==> src/ihp_pkg.sv <==
`default_nettype none

package ihp_pkg;

   localparam int MAX_HEADER_BYTES = 60;
   localparam int MIN_HEADER_BYTES = 20;
   localparam int COUNT_BITS       = 16;

   localparam logic [3:0]  IP_VERSION   = 4'd4;
   localparam logic [3:0]  MIN_IHL      = 4'd5;
   localparam logic [15:0] SUM_GOOD     = 16'hffff;
   localparam logic [15:0] LEN_MAX      = 16'hffff;
   localparam int          FLAG_RSV_BIT = 15;

   typedef enum logic [1:0] {
      STATUS_OK        = 2'd0,
      STATUS_TRUNCATED = 2'd1,
      STATUS_MALFORMED = 2'd2
   } status_type;

   typedef struct packed {
      logic [7:0] data_byte;
      logic       last_byte;
   } req_type;

   typedef struct packed {
      logic [1:0]  status;
      logic [5:0]  hdr_len;
      logic [15:0] body_len;
      logic [7:0]  tos_byte;
      logic [15:0] pkt_len;
      logic [15:0] identification;
      logic [15:0] frag_word;
      logic [7:0]  ttl;
      logic [7:0]  protocol;
      logic [15:0] hdr_cksum;
      logic [31:0] source_address;
      logic [31:0] destination_address;
   } rsp_type;

   // packet record handed from the byte parser to the checker
   typedef struct packed {
      logic [15:0] length;
      logic [7:0]  version_ihl;
      logic [7:0]  tos;
      logic [15:0] total;
      logic [15:0] ident;
      logic [15:0] flags;
      logic [15:0] ttl_proto;
      logic [15:0] cksum;
      logic [31:0] src;
      logic [31:0] dst;
      logic [15:0] sum;
   } summary_type;

endpackage

`default_nettype wire

==> src/ihp_front.sv <==
`default_nettype none

module ihp_front #(
   parameter int COUNT_BITS = ihp_pkg::COUNT_BITS
) (
   input  wire logic                 clock,
   input  wire logic                 reset,
   input  wire logic                 in_accept,
   input  wire ihp_pkg::req_type     in_data,
   output logic                      push,
   output ihp_pkg::summary_type      summary
);

   localparam logic [COUNT_BITS-1:0] CNT_MAX = '1;

   logic [COUNT_BITS-1:0] byte_count_ff, byte_count_in, cnt_nxt;
   logic [7:0]  version_ihl_ff, version_ihl_in, vi_nxt;
   logic [7:0]  tos_ff, tos_in, tos_nxt;
   logic [15:0] total_ff, total_in, total_nxt;
   logic [15:0] ident_ff, ident_in, ident_nxt;
   logic [15:0] flags_ff, flags_in, flags_nxt;
   logic [15:0] ttl_proto_ff, ttl_proto_in, ttl_proto_nxt;
   logic [15:0] cksum_ff, cksum_in, cksum_nxt;
   logic [31:0] src_ff, src_in, src_nxt;
   logic [31:0] dst_ff, dst_in, dst_nxt;
   logic [15:0] sum_ff, sum_in, sum_nxt;
   logic [7:0]  pending_ff, pending_in, pending_nxt;

   logic [COUNT_BITS-1:0] pos;
   logic [7:0]            b;
   logic [5:0]            hl;
   logic [16:0]           s;
   logic                  clear;

   always_comb begin
      pos = byte_count_ff;
      b   = in_data.data_byte;

      vi_nxt        = version_ihl_ff;
      tos_nxt       = tos_ff;
      total_nxt     = total_ff;
      ident_nxt     = ident_ff;
      flags_nxt     = flags_ff;
      ttl_proto_nxt = ttl_proto_ff;
      cksum_nxt     = cksum_ff;
      src_nxt       = src_ff;
      dst_nxt       = dst_ff;
      sum_nxt       = sum_ff;
      pending_nxt   = pending_ff;

      if (pos == COUNT_BITS'(0)) begin
         vi_nxt = b;
      end else if (pos == COUNT_BITS'(1)) begin
         tos_nxt = b;
      end else if (pos <= COUNT_BITS'(3)) begin
         total_nxt = {total_ff[7:0], b};
      end else if (pos <= COUNT_BITS'(5)) begin
         ident_nxt = {ident_ff[7:0], b};
      end else if (pos <= COUNT_BITS'(7)) begin
         flags_nxt = {flags_ff[7:0], b};
      end else if (pos <= COUNT_BITS'(9)) begin
         ttl_proto_nxt = {ttl_proto_ff[7:0], b};
      end else if (pos <= COUNT_BITS'(11)) begin
         cksum_nxt = {cksum_ff[7:0], b};
      end else if (pos <= COUNT_BITS'(15)) begin
         src_nxt = {src_ff[23:0], b};
      end else if (pos <= COUNT_BITS'(19)) begin
         dst_nxt = {dst_ff[23:0], b};
      end

      hl = {vi_nxt[3:0], 2'b00};
      s  = {1'b0, sum_ff} + {1'b0, pending_ff, b};
      if (pos < COUNT_BITS'(hl)) begin
         if (!pos[0]) begin
            pending_nxt = b;
         end else begin
            sum_nxt = s[15:0] + 16'(s[16]);
         end
      end

      cnt_nxt = (byte_count_ff == CNT_MAX) ? byte_count_ff : byte_count_ff + 1'b1;
   end

   always_comb begin
      push  = in_accept && in_data.last_byte;
      clear = push;

      summary.length      = (cnt_nxt > COUNT_BITS'(ihp_pkg::LEN_MAX)) ?
                            ihp_pkg::LEN_MAX : cnt_nxt[15:0];
      summary.version_ihl = vi_nxt;
      summary.tos         = tos_nxt;
      summary.total       = total_nxt;
      summary.ident       = ident_nxt;
      summary.flags       = flags_nxt;
      summary.ttl_proto   = ttl_proto_nxt;
      summary.cksum       = cksum_nxt;
      summary.src         = src_nxt;
      summary.dst         = dst_nxt;
      summary.sum         = sum_nxt;

      byte_count_in  = byte_count_ff;
      version_ihl_in = version_ihl_ff;
      tos_in         = tos_ff;
      total_in       = total_ff;
      ident_in       = ident_ff;
      flags_in       = flags_ff;
      ttl_proto_in   = ttl_proto_ff;
      cksum_in       = cksum_ff;
      src_in         = src_ff;
      dst_in         = dst_ff;
      sum_in         = sum_ff;
      pending_in     = pending_ff;

      if (clear) begin
         byte_count_in  = '0;
         version_ihl_in = '0;
         tos_in         = '0;
         total_in       = '0;
         ident_in       = '0;
         flags_in       = '0;
         ttl_proto_in   = '0;
         cksum_in       = '0;
         src_in         = '0;
         dst_in         = '0;
         sum_in         = '0;
         pending_in     = '0;
      end else if (in_accept) begin
         byte_count_in  = cnt_nxt;
         version_ihl_in = vi_nxt;
         tos_in         = tos_nxt;
         total_in       = total_nxt;
         ident_in       = ident_nxt;
         flags_in       = flags_nxt;
         ttl_proto_in   = ttl_proto_nxt;
         cksum_in       = cksum_nxt;
         src_in         = src_nxt;
         dst_in         = dst_nxt;
         sum_in         = sum_nxt;
         pending_in     = pending_nxt;
      end
   end

   always_ff @(posedge clock) begin
      if (reset) begin
         byte_count_ff  <= '0;
         version_ihl_ff <= '0;
         tos_ff         <= '0;
         total_ff       <= '0;
         ident_ff       <= '0;
         flags_ff       <= '0;
         ttl_proto_ff   <= '0;
         cksum_ff       <= '0;
         src_ff         <= '0;
         dst_ff         <= '0;
         sum_ff         <= '0;
         pending_ff     <= '0;
      end else begin
         byte_count_ff  <= byte_count_in;
         version_ihl_ff <= version_ihl_in;
         tos_ff         <= tos_in;
         total_ff       <= total_in;
         ident_ff       <= ident_in;
         flags_ff       <= flags_in;
         ttl_proto_ff   <= ttl_proto_in;
         cksum_ff       <= cksum_in;
         src_ff         <= src_in;
         dst_ff         <= dst_in;
         sum_ff         <= sum_in;
         pending_ff     <= pending_in;
      end
   end

endmodule

`default_nettype wire

==> src/ihp_queue.sv <==
`default_nettype none

module ihp_queue (
   input  wire logic                 clock,
   input  wire logic                 reset,
   input  wire logic                 push,
   input  wire ihp_pkg::summary_type push_data,
   input  wire logic                 pop,
   output logic                      full,
   output logic                      not_empty,
   output ihp_pkg::summary_type      head
);

   ihp_pkg::summary_type entry_ff [2];
   logic       wr_ptr_ff, wr_ptr_in;
   logic       rd_ptr_ff, rd_ptr_in;
   logic [1:0] count_ff, count_in;
   logic       do_push, do_pop;

   always_comb begin
      full      = (count_ff == 2'd2);
      not_empty = (count_ff != 2'd0);
      head      = entry_ff[rd_ptr_ff];
      do_push   = push && !full;
      do_pop    = pop && not_empty;
      wr_ptr_in = do_push ? !wr_ptr_ff : wr_ptr_ff;
      rd_ptr_in = do_pop ? !rd_ptr_ff : rd_ptr_ff;
      count_in  = count_ff + 2'(do_push) - 2'(do_pop);
   end

   always_ff @(posedge clock) begin
      if (do_push) begin
         entry_ff[wr_ptr_ff] <= push_data;
      end
   end

   always_ff @(posedge clock) begin
      if (reset) begin
         wr_ptr_ff <= 1'b0;
         rd_ptr_ff <= 1'b0;
         count_ff  <= 2'd0;
      end else begin
         wr_ptr_ff <= wr_ptr_in;
         rd_ptr_ff <= rd_ptr_in;
         count_ff  <= count_in;
      end
   end

endmodule

`default_nettype wire

==> src/ihp_back.sv <==
`default_nettype none

module ihp_back (
   input  wire logic                 clock,
   input  wire logic                 reset,
   input  wire logic                 head_valid,
   input  wire ihp_pkg::summary_type head,
   output logic                      pop,
   output logic                      rsp_valid,
   input  wire logic                 rsp_stall,
   output ihp_pkg::rsp_type          rsp_payload
);

   logic             rsp_valid_ff, rsp_valid_in;
   ihp_pkg::rsp_type rsp_ff, rsp_in;
   ihp_pkg::status_type status;
   logic [5:0]       hl;
   logic [15:0]      hl16;
   logic             load;

   always_comb begin
      hl   = {head.version_ihl[3:0], 2'b00};
      hl16 = 16'(hl);
      if (head.length < 16'(ihp_pkg::MIN_HEADER_BYTES)) begin
         status = ihp_pkg::STATUS_TRUNCATED;
      end else if (head.version_ihl[7:4] != ihp_pkg::IP_VERSION ||
                   head.version_ihl[3:0] < ihp_pkg::MIN_IHL) begin
         status = ihp_pkg::STATUS_MALFORMED;
      end else if (hl16 > 16'(ihp_pkg::MAX_HEADER_BYTES)) begin
         status = ihp_pkg::STATUS_MALFORMED;
      end else if (head.length < hl16) begin
         status = ihp_pkg::STATUS_TRUNCATED;
      end else if (head.flags[ihp_pkg::FLAG_RSV_BIT]) begin
         status = ihp_pkg::STATUS_MALFORMED;
      end else if (head.total < hl16) begin
         status = ihp_pkg::STATUS_MALFORMED;
      end else if (head.length < head.total) begin
         status = ihp_pkg::STATUS_TRUNCATED;
      end else if (head.sum != ihp_pkg::SUM_GOOD) begin
         status = ihp_pkg::STATUS_MALFORMED;
      end else begin
         status = ihp_pkg::STATUS_OK;
      end
   end

   always_comb begin
      pop  = head_valid && (!rsp_valid_ff || !rsp_stall);
      load = pop;

      rsp_valid_in = rsp_valid_ff;
      if (load) begin
         rsp_valid_in = 1'b1;
      end else if (!rsp_stall) begin
         rsp_valid_in = 1'b0;
      end

      rsp_in        = rsp_ff;
      if (load) begin
         rsp_in        = '0;
         rsp_in.status = status;
         if (status == ihp_pkg::STATUS_OK) begin
            rsp_in.hdr_len             = hl;
            rsp_in.body_len            = head.total - hl16;
            rsp_in.tos_byte            = head.tos;
            rsp_in.pkt_len             = head.total;
            rsp_in.identification      = head.ident;
            rsp_in.frag_word           = head.flags;
            rsp_in.ttl                 = head.ttl_proto[15:8];
            rsp_in.protocol            = head.ttl_proto[7:0];
            rsp_in.hdr_cksum           = head.cksum;
            rsp_in.source_address      = head.src;
            rsp_in.destination_address = head.dst;
         end
      end
   end

   always_ff @(posedge clock) begin
      rsp_ff <= rsp_in;
   end

   always_ff @(posedge clock) begin
      if (reset) begin
         rsp_valid_ff <= 1'b0;
      end else begin
         rsp_valid_ff <= rsp_valid_in;
      end
   end

   assign rsp_valid   = rsp_valid_ff;
   assign rsp_payload = rsp_ff;

endmodule

`default_nettype wire

==> src/ipv4_header_parser.sv <==
// IPv4 header parser with header checksum check.
// req channel: one packet byte per transfer, in wire order; last_byte marks
// the final byte of a packet. rsp channel: one result per packet, holding a
// status (ok, truncated, malformed), the header fields and the header and
// payload lengths; on any error all fields except status are zero.
// Throughput: one byte per cycle while req_stall is low, and a packet as short as one
// byte may follow the previous one directly. Each byte is captured in the cycle it
// transfers, and each header byte is added into the ones-complement sum.
// On the last byte's transfer the byte parser registers the packet record into a
// two-entry queue; the checker registers the result from the head of the queue.
// When rsp_stall is held, the result stays on rsp_payload unchanged; the queue
// absorbs two more packets, then req_stall rises until the result is taken.
// Reset (synchronous, active high) clears the byte count, captured fields,
// checksum, queue and the output valid; the block is ready in the next cycle.
`default_nettype none

module ipv4_header_parser #(
   parameter int COUNT_BITS = ihp_pkg::COUNT_BITS
) (
   input  wire logic             clock,
   input  wire logic             reset,
   input  wire logic             req_valid,
   output logic                  req_stall,
   input  wire ihp_pkg::req_type req_payload,
   output logic                  rsp_valid,
   input  wire logic             rsp_stall,
   output ihp_pkg::rsp_type      rsp_payload
);

   ihp_pkg::summary_type summary, head;
   logic push, pop, full, not_empty, in_accept;

   assign req_stall = full;
   assign in_accept = req_valid && !req_stall;

   ihp_front #(
      .COUNT_BITS(COUNT_BITS)
   ) u_front (
      .clock    (clock),
      .reset    (reset),
      .in_accept(in_accept),
      .in_data  (req_payload),
      .push     (push),
      .summary  (summary)
   );

   ihp_queue u_queue (
      .clock    (clock),
      .reset    (reset),
      .push     (push),
      .push_data(summary),
      .pop      (pop),
      .full     (full),
      .not_empty(not_empty),
      .head     (head)
   );

   ihp_back u_back (
      .clock      (clock),
      .reset      (reset),
      .head_valid (not_empty),
      .head       (head),
      .pop        (pop),
      .rsp_valid  (rsp_valid),
      .rsp_stall  (rsp_stall),
      .rsp_payload(rsp_payload)
   );

endmodule

`default_nettype wire

==> config.mk <==
export PLATFORM = sky130hd
export DESIGN_NAME = ipv4_header_parser
export DESIGN_NICKNAME = d
export VERILOG_FILES = /design/src/ihp_pkg.sv /design/src/ihp_front.sv /design/src/ihp_queue.sv /design/src/ihp_back.sv /design/src/ipv4_header_parser.sv
export SDC_FILE = /design/constraint.sdc
export NUM_CORES = 1
export LEC_CHECK = 0
export BUFFER_PORTS_ARGS = -buffer_cell sky130_fd_sc_hd__buf_2
export CAP_MARGIN = 20
export CORE_MARGIN = 2
export CORE_UTILIZATION = 50
export CTS_BUF_LIST = sky130_fd_sc_hd__clkbuf_8
export DETAILED_ROUTE_END_ITERATION = 10
export GPL_ROUTABILITY_DRIVEN = 0
export HOLD_SLACK_MARGIN = 0.03
export PLACE_DENSITY = 0.68
export SLEW_MARGIN = 15
export SYNTH_ARGS = -nofsm -noshare
export SYNTH_HDL_FRONTEND = slang
export SYNTH_SLANG_ARGS = --single-unit
==> constraint.sdc <==
create_clock -name clock -period 15.1 [get_ports clock]
set_input_delay 3.02 -clock clock [delete_from_list [all_inputs] [get_ports clock]]
set_output_delay 3.02 -clock clock [all_outputs]
set_load 0.05 [all_outputs]
==> reports/qor.yml <==
slew_violations: 0
synth_ff_type: "edfxtp_1"
cts_setup_buffers: 0
rsz0062_at_grt: "false"
worstSetupPathType: "input port to register"
tightestPinTransition_ps: 1130
post-dp-hpwl_um: 40900
max_freq_mhz: 148
cts_tree: "done"
grt_pass1_vias: 19800
pre_cts_ws_ps: 7720
vias: 19300
yosysSeqAreaShare_pct: 65.9
drc: 0
fin_nets: 2718
switching_share_pct: 34.1
pwr-share-seq_pct: 45.1
maxCapViolCount: 0
io_pins: 191
wl_per_cell_um: 18.7
min-delay-start: "u_front.cksum_ff[9]"
timing.rr.end: "u_back.rsp_payload[109]"
die_h_um: 255
setup_tns_ps: 0
endpoint_kind: "register"
path_buf_inv: 2
ir_drop_mv: 0.0879
finalWorstSetupSlack_ps: 8360
yosysWarnings: 0
cts_max_path_buffers: 3
rows: 92
wl_um: 67500
cts_buffers: 119
fin_util_pct: 57.0
initial_utilization_pct: 50.4
h-tree-depth: 3
cts.reportedPaths.clkPinSlew_ps: 60
crit_slowest_cell: "a211oi_2"
crit_path_end: "u_queue.entry_ff[0][9]"
status: "finished clean"
p_sw_uw: 2020
crit_path_max_fanout: 16
core_area_um2: 62700
die-area_um2: 65200
cp.depth: 19
cts_num_sinks: 762
pwr-share-clk_pct: 29.8
crit_arrival_ps: 7160
synth_cell_types: 91
hold_violations: 0
synthArstFlopShare_pct: 0
combPwrFrac_pct: 25.1
worstRegToRegCells: 13
post_cts_resized: 0
placed_cell_area_um2: 33200
finalSetupViolations: 0
antenna_found_initial: 1
drtAntennaViolNets: 0
final_cell_area_um2: 35700
holdWs_ps: 452
skew_ps: 42.7
drtIter0Drc: 1271
hold_path.class: "register to register"
syn_area_um2: 31600
gr-usage-all-layers_pct: 20.5
crit_chain: "buf_2 > buf_4 > ha_1 > fa_1 > nand3_1 > a211oi_2 > a211oi_2 > nand3b_1 > a21oi_1 > a21o_1 > a21o_1 > ha_1 > and3_1 > nand4_2 > nor2_4 > a311o_1 > a221oi_2 > xnor2_1 > o21ai_1"
critPathLaunch: "req_payload[1]"
grt_max_degree: 164
setup.worst_path.start_class: "input port"
max_slew_margin_pct: 24.6
fin_crit_sh_pct: 44.7
fin_crit_ps: 6740
ff2ff_setup_slack_ps: 9590
power_density_nw_per_um2: 166
max_stage_delay_ps: 530
overflow: 0
ys_seq_elements: 762
syn_avg_cell_area_um2: 12.9
drive_above_1_share_pct: 21.8
area_delta_synth_final_pct: 13.1
avgViaCountPerCell: 5.35
worst_path_dominant_cell_family: "compound AO/OA/AOI/OAI gates"
firstDrtPassIters: 7
die_x_um: 255
synthCells: 2456
cts_hold_buf: 0
internal_power_uw: 3910
cp.required_ps: 15520
p_leak_uw: 0.0130
root_buffer: "clkbuf_8"
numPortBuffers: 188
clk-insertion-delay-late_ps: 730
grt_pass1_wl_um: 106000
synth_edf_count: 556
==> synth_stat cells, drive strengths merged (3+ instances only) <==
cell,count,area (um^2)
and3,11,68.8
o31ai,3,27.5
and2,8,51.3
nand3b,4,30.0
o21a,4,30.0
or3,4,25.0
xor2,16,140
nor3,51,297
a211o,3,26.3
nand4,17,113
dfxtp,206,4120
edfxtp,556,16700
a31oi,3,33.8
clkbuf,91,342
nand3,22,120
inv,28,105
nor2,302,1150
o21ai,35,183
nor2b,5,31.3
mux2,172,1940
xnor2,40,350
ha,48,601
nand2,335,1260
or2,3,18.8
mux2i,168,1690
o41ai,3,26.3
nor4,14,143
buf,43,299
nand2b,11,68.8
a21oi,172,872
a211oi,20,170
a21o,17,135
==> cell usage in the layout (no fill, tap or decap), types with 5 or more instances in the layout <==
master	count
edfxtp_1	556
nand2_1	333
nor2_1	295
dfxtp_1	205
buf_2	188
mux2_2	170
a21oi_1	168
mux2i_1	166
clkbuf_8	140
inv_1	79
ha_1	48
nor3_1	44
xnor2_1	40
o21ai_0	26
buf_4	20
nand3_1	19
nand4_1	16
a21o_1	16
a211oi_1	16
xor2_1	16
clkinv_2	11
nand2b_1	10
and3_1	10
clkinv_1	10
nor4_1	8
o21ai_1	7
bufinv_16	7
and2_1	6
nor3_2	6
nor2_2	5
nor2b_1	5
==> per-layer routing <==
metal  vias up  share of wire, %  GRT usage, %
met5         -                 0             0
li1       9252                 -             -
met1      9392                43          26.3
met3       134               5.6          3.82
met4         0               3.3          9.04
met2       538                48          34.0
==> power by group through the flow <==
| stage | Combinational [uW] | Sequential, uW | Clock (uW) |
|---|---|---|---|
| after floorplan | 615 | 3330 | 0 |
| after detailed placement | 1500 | 2720 | 0 |
| final | 1490 | 2680 | 1770 |
| after CTS | 1500 | 2680 | 1810 |
| after global placement | 1470 | 2710 | 0 |
| after global routing | 1580 | 2700 | 1900 |
==> cells by family after synthesis <==
group	synth area share [%]
AND/OR/NAND/NOR	11.1
multiplexers	11.5
AO/OA/AOI/OAI	5.63
adder cells (fa/ha/maj)	2.03
other	0.0119
buffers and inverters	2.36
XOR/XNOR	1.55
flip-flops	65.9
==> area by class of cell <==
cell class / instances / area [um^2]
flip-flops and latches: 762 / 20800
clock buffers: 140 / 1930
well taps: 846 / 1060
multi-input cells: 1534 / 10100
inverters: 28 / 105
repair buffers: 210 / 1130
clock inverters: 87 / 582
diodes: 1 / 2.50
fillers: 5060 / 27000
==> worst min-delay path, stage by stage, from the launching register on <==
cell,delay [ps]
dfxtp_1,300
nand2_1,50
a21oi_1,50
==> stage by stage <==
step / std cells / total power, uW
2_1_floorplan: 2458 / 3940
3_3_place_gp: 3379 / 4180
3_5_place_dp: 3379 / 4220
4_1_cts: 3606 / 5990
5_1_grt: 3608 / 6180
6_report: 3608 / 5930
==> how the worst min path moves through the flow <==
stage,end,cells past startpoint
2_1_floorplan,u_front.cksum_ff[10],2
3_3_place_gp,u_front.src_ff[31],2
3_5_place_dp,u_front.flags_ff[14],2
4_1_cts,u_front.version_ihl_ff[7],2
5_1_grt,u_front.version_ihl_ff[6],2
6_report,u_front.cksum_ff[9],2
==> registers in the layout, summed over array words and instances (netlist names), named ones only <==
| register | flops |
|---|---|
| u_front.ttl_proto_ff | 16 |
| u_queue.entry_ff | 384 |
| u_queue.rd_ptr_ff | 1 |
| u_front.byte_count_ff | 16 |
| u_queue.wr_ptr_ff | 1 |
| u_front.total_ff | 16 |
| u_front.flags_ff | 16 |
| u_front.version_ihl_ff | 8 |
| u_front.sum_ff | 16 |
| u_front.src_ff | 32 |
| u_front.dst_ff | 32 |
| u_back.rsp_payload | 172 |
| u_queue.count_ff | 2 |
| u_front.pending_ff | 8 |
| u_front.tos_ff | 8 |
| u_front.cksum_ff | 16 |
| u_back.rsp_valid | 1 |
| u_front.ident_ff | 16 |
(Power assumes the default switching activity.)
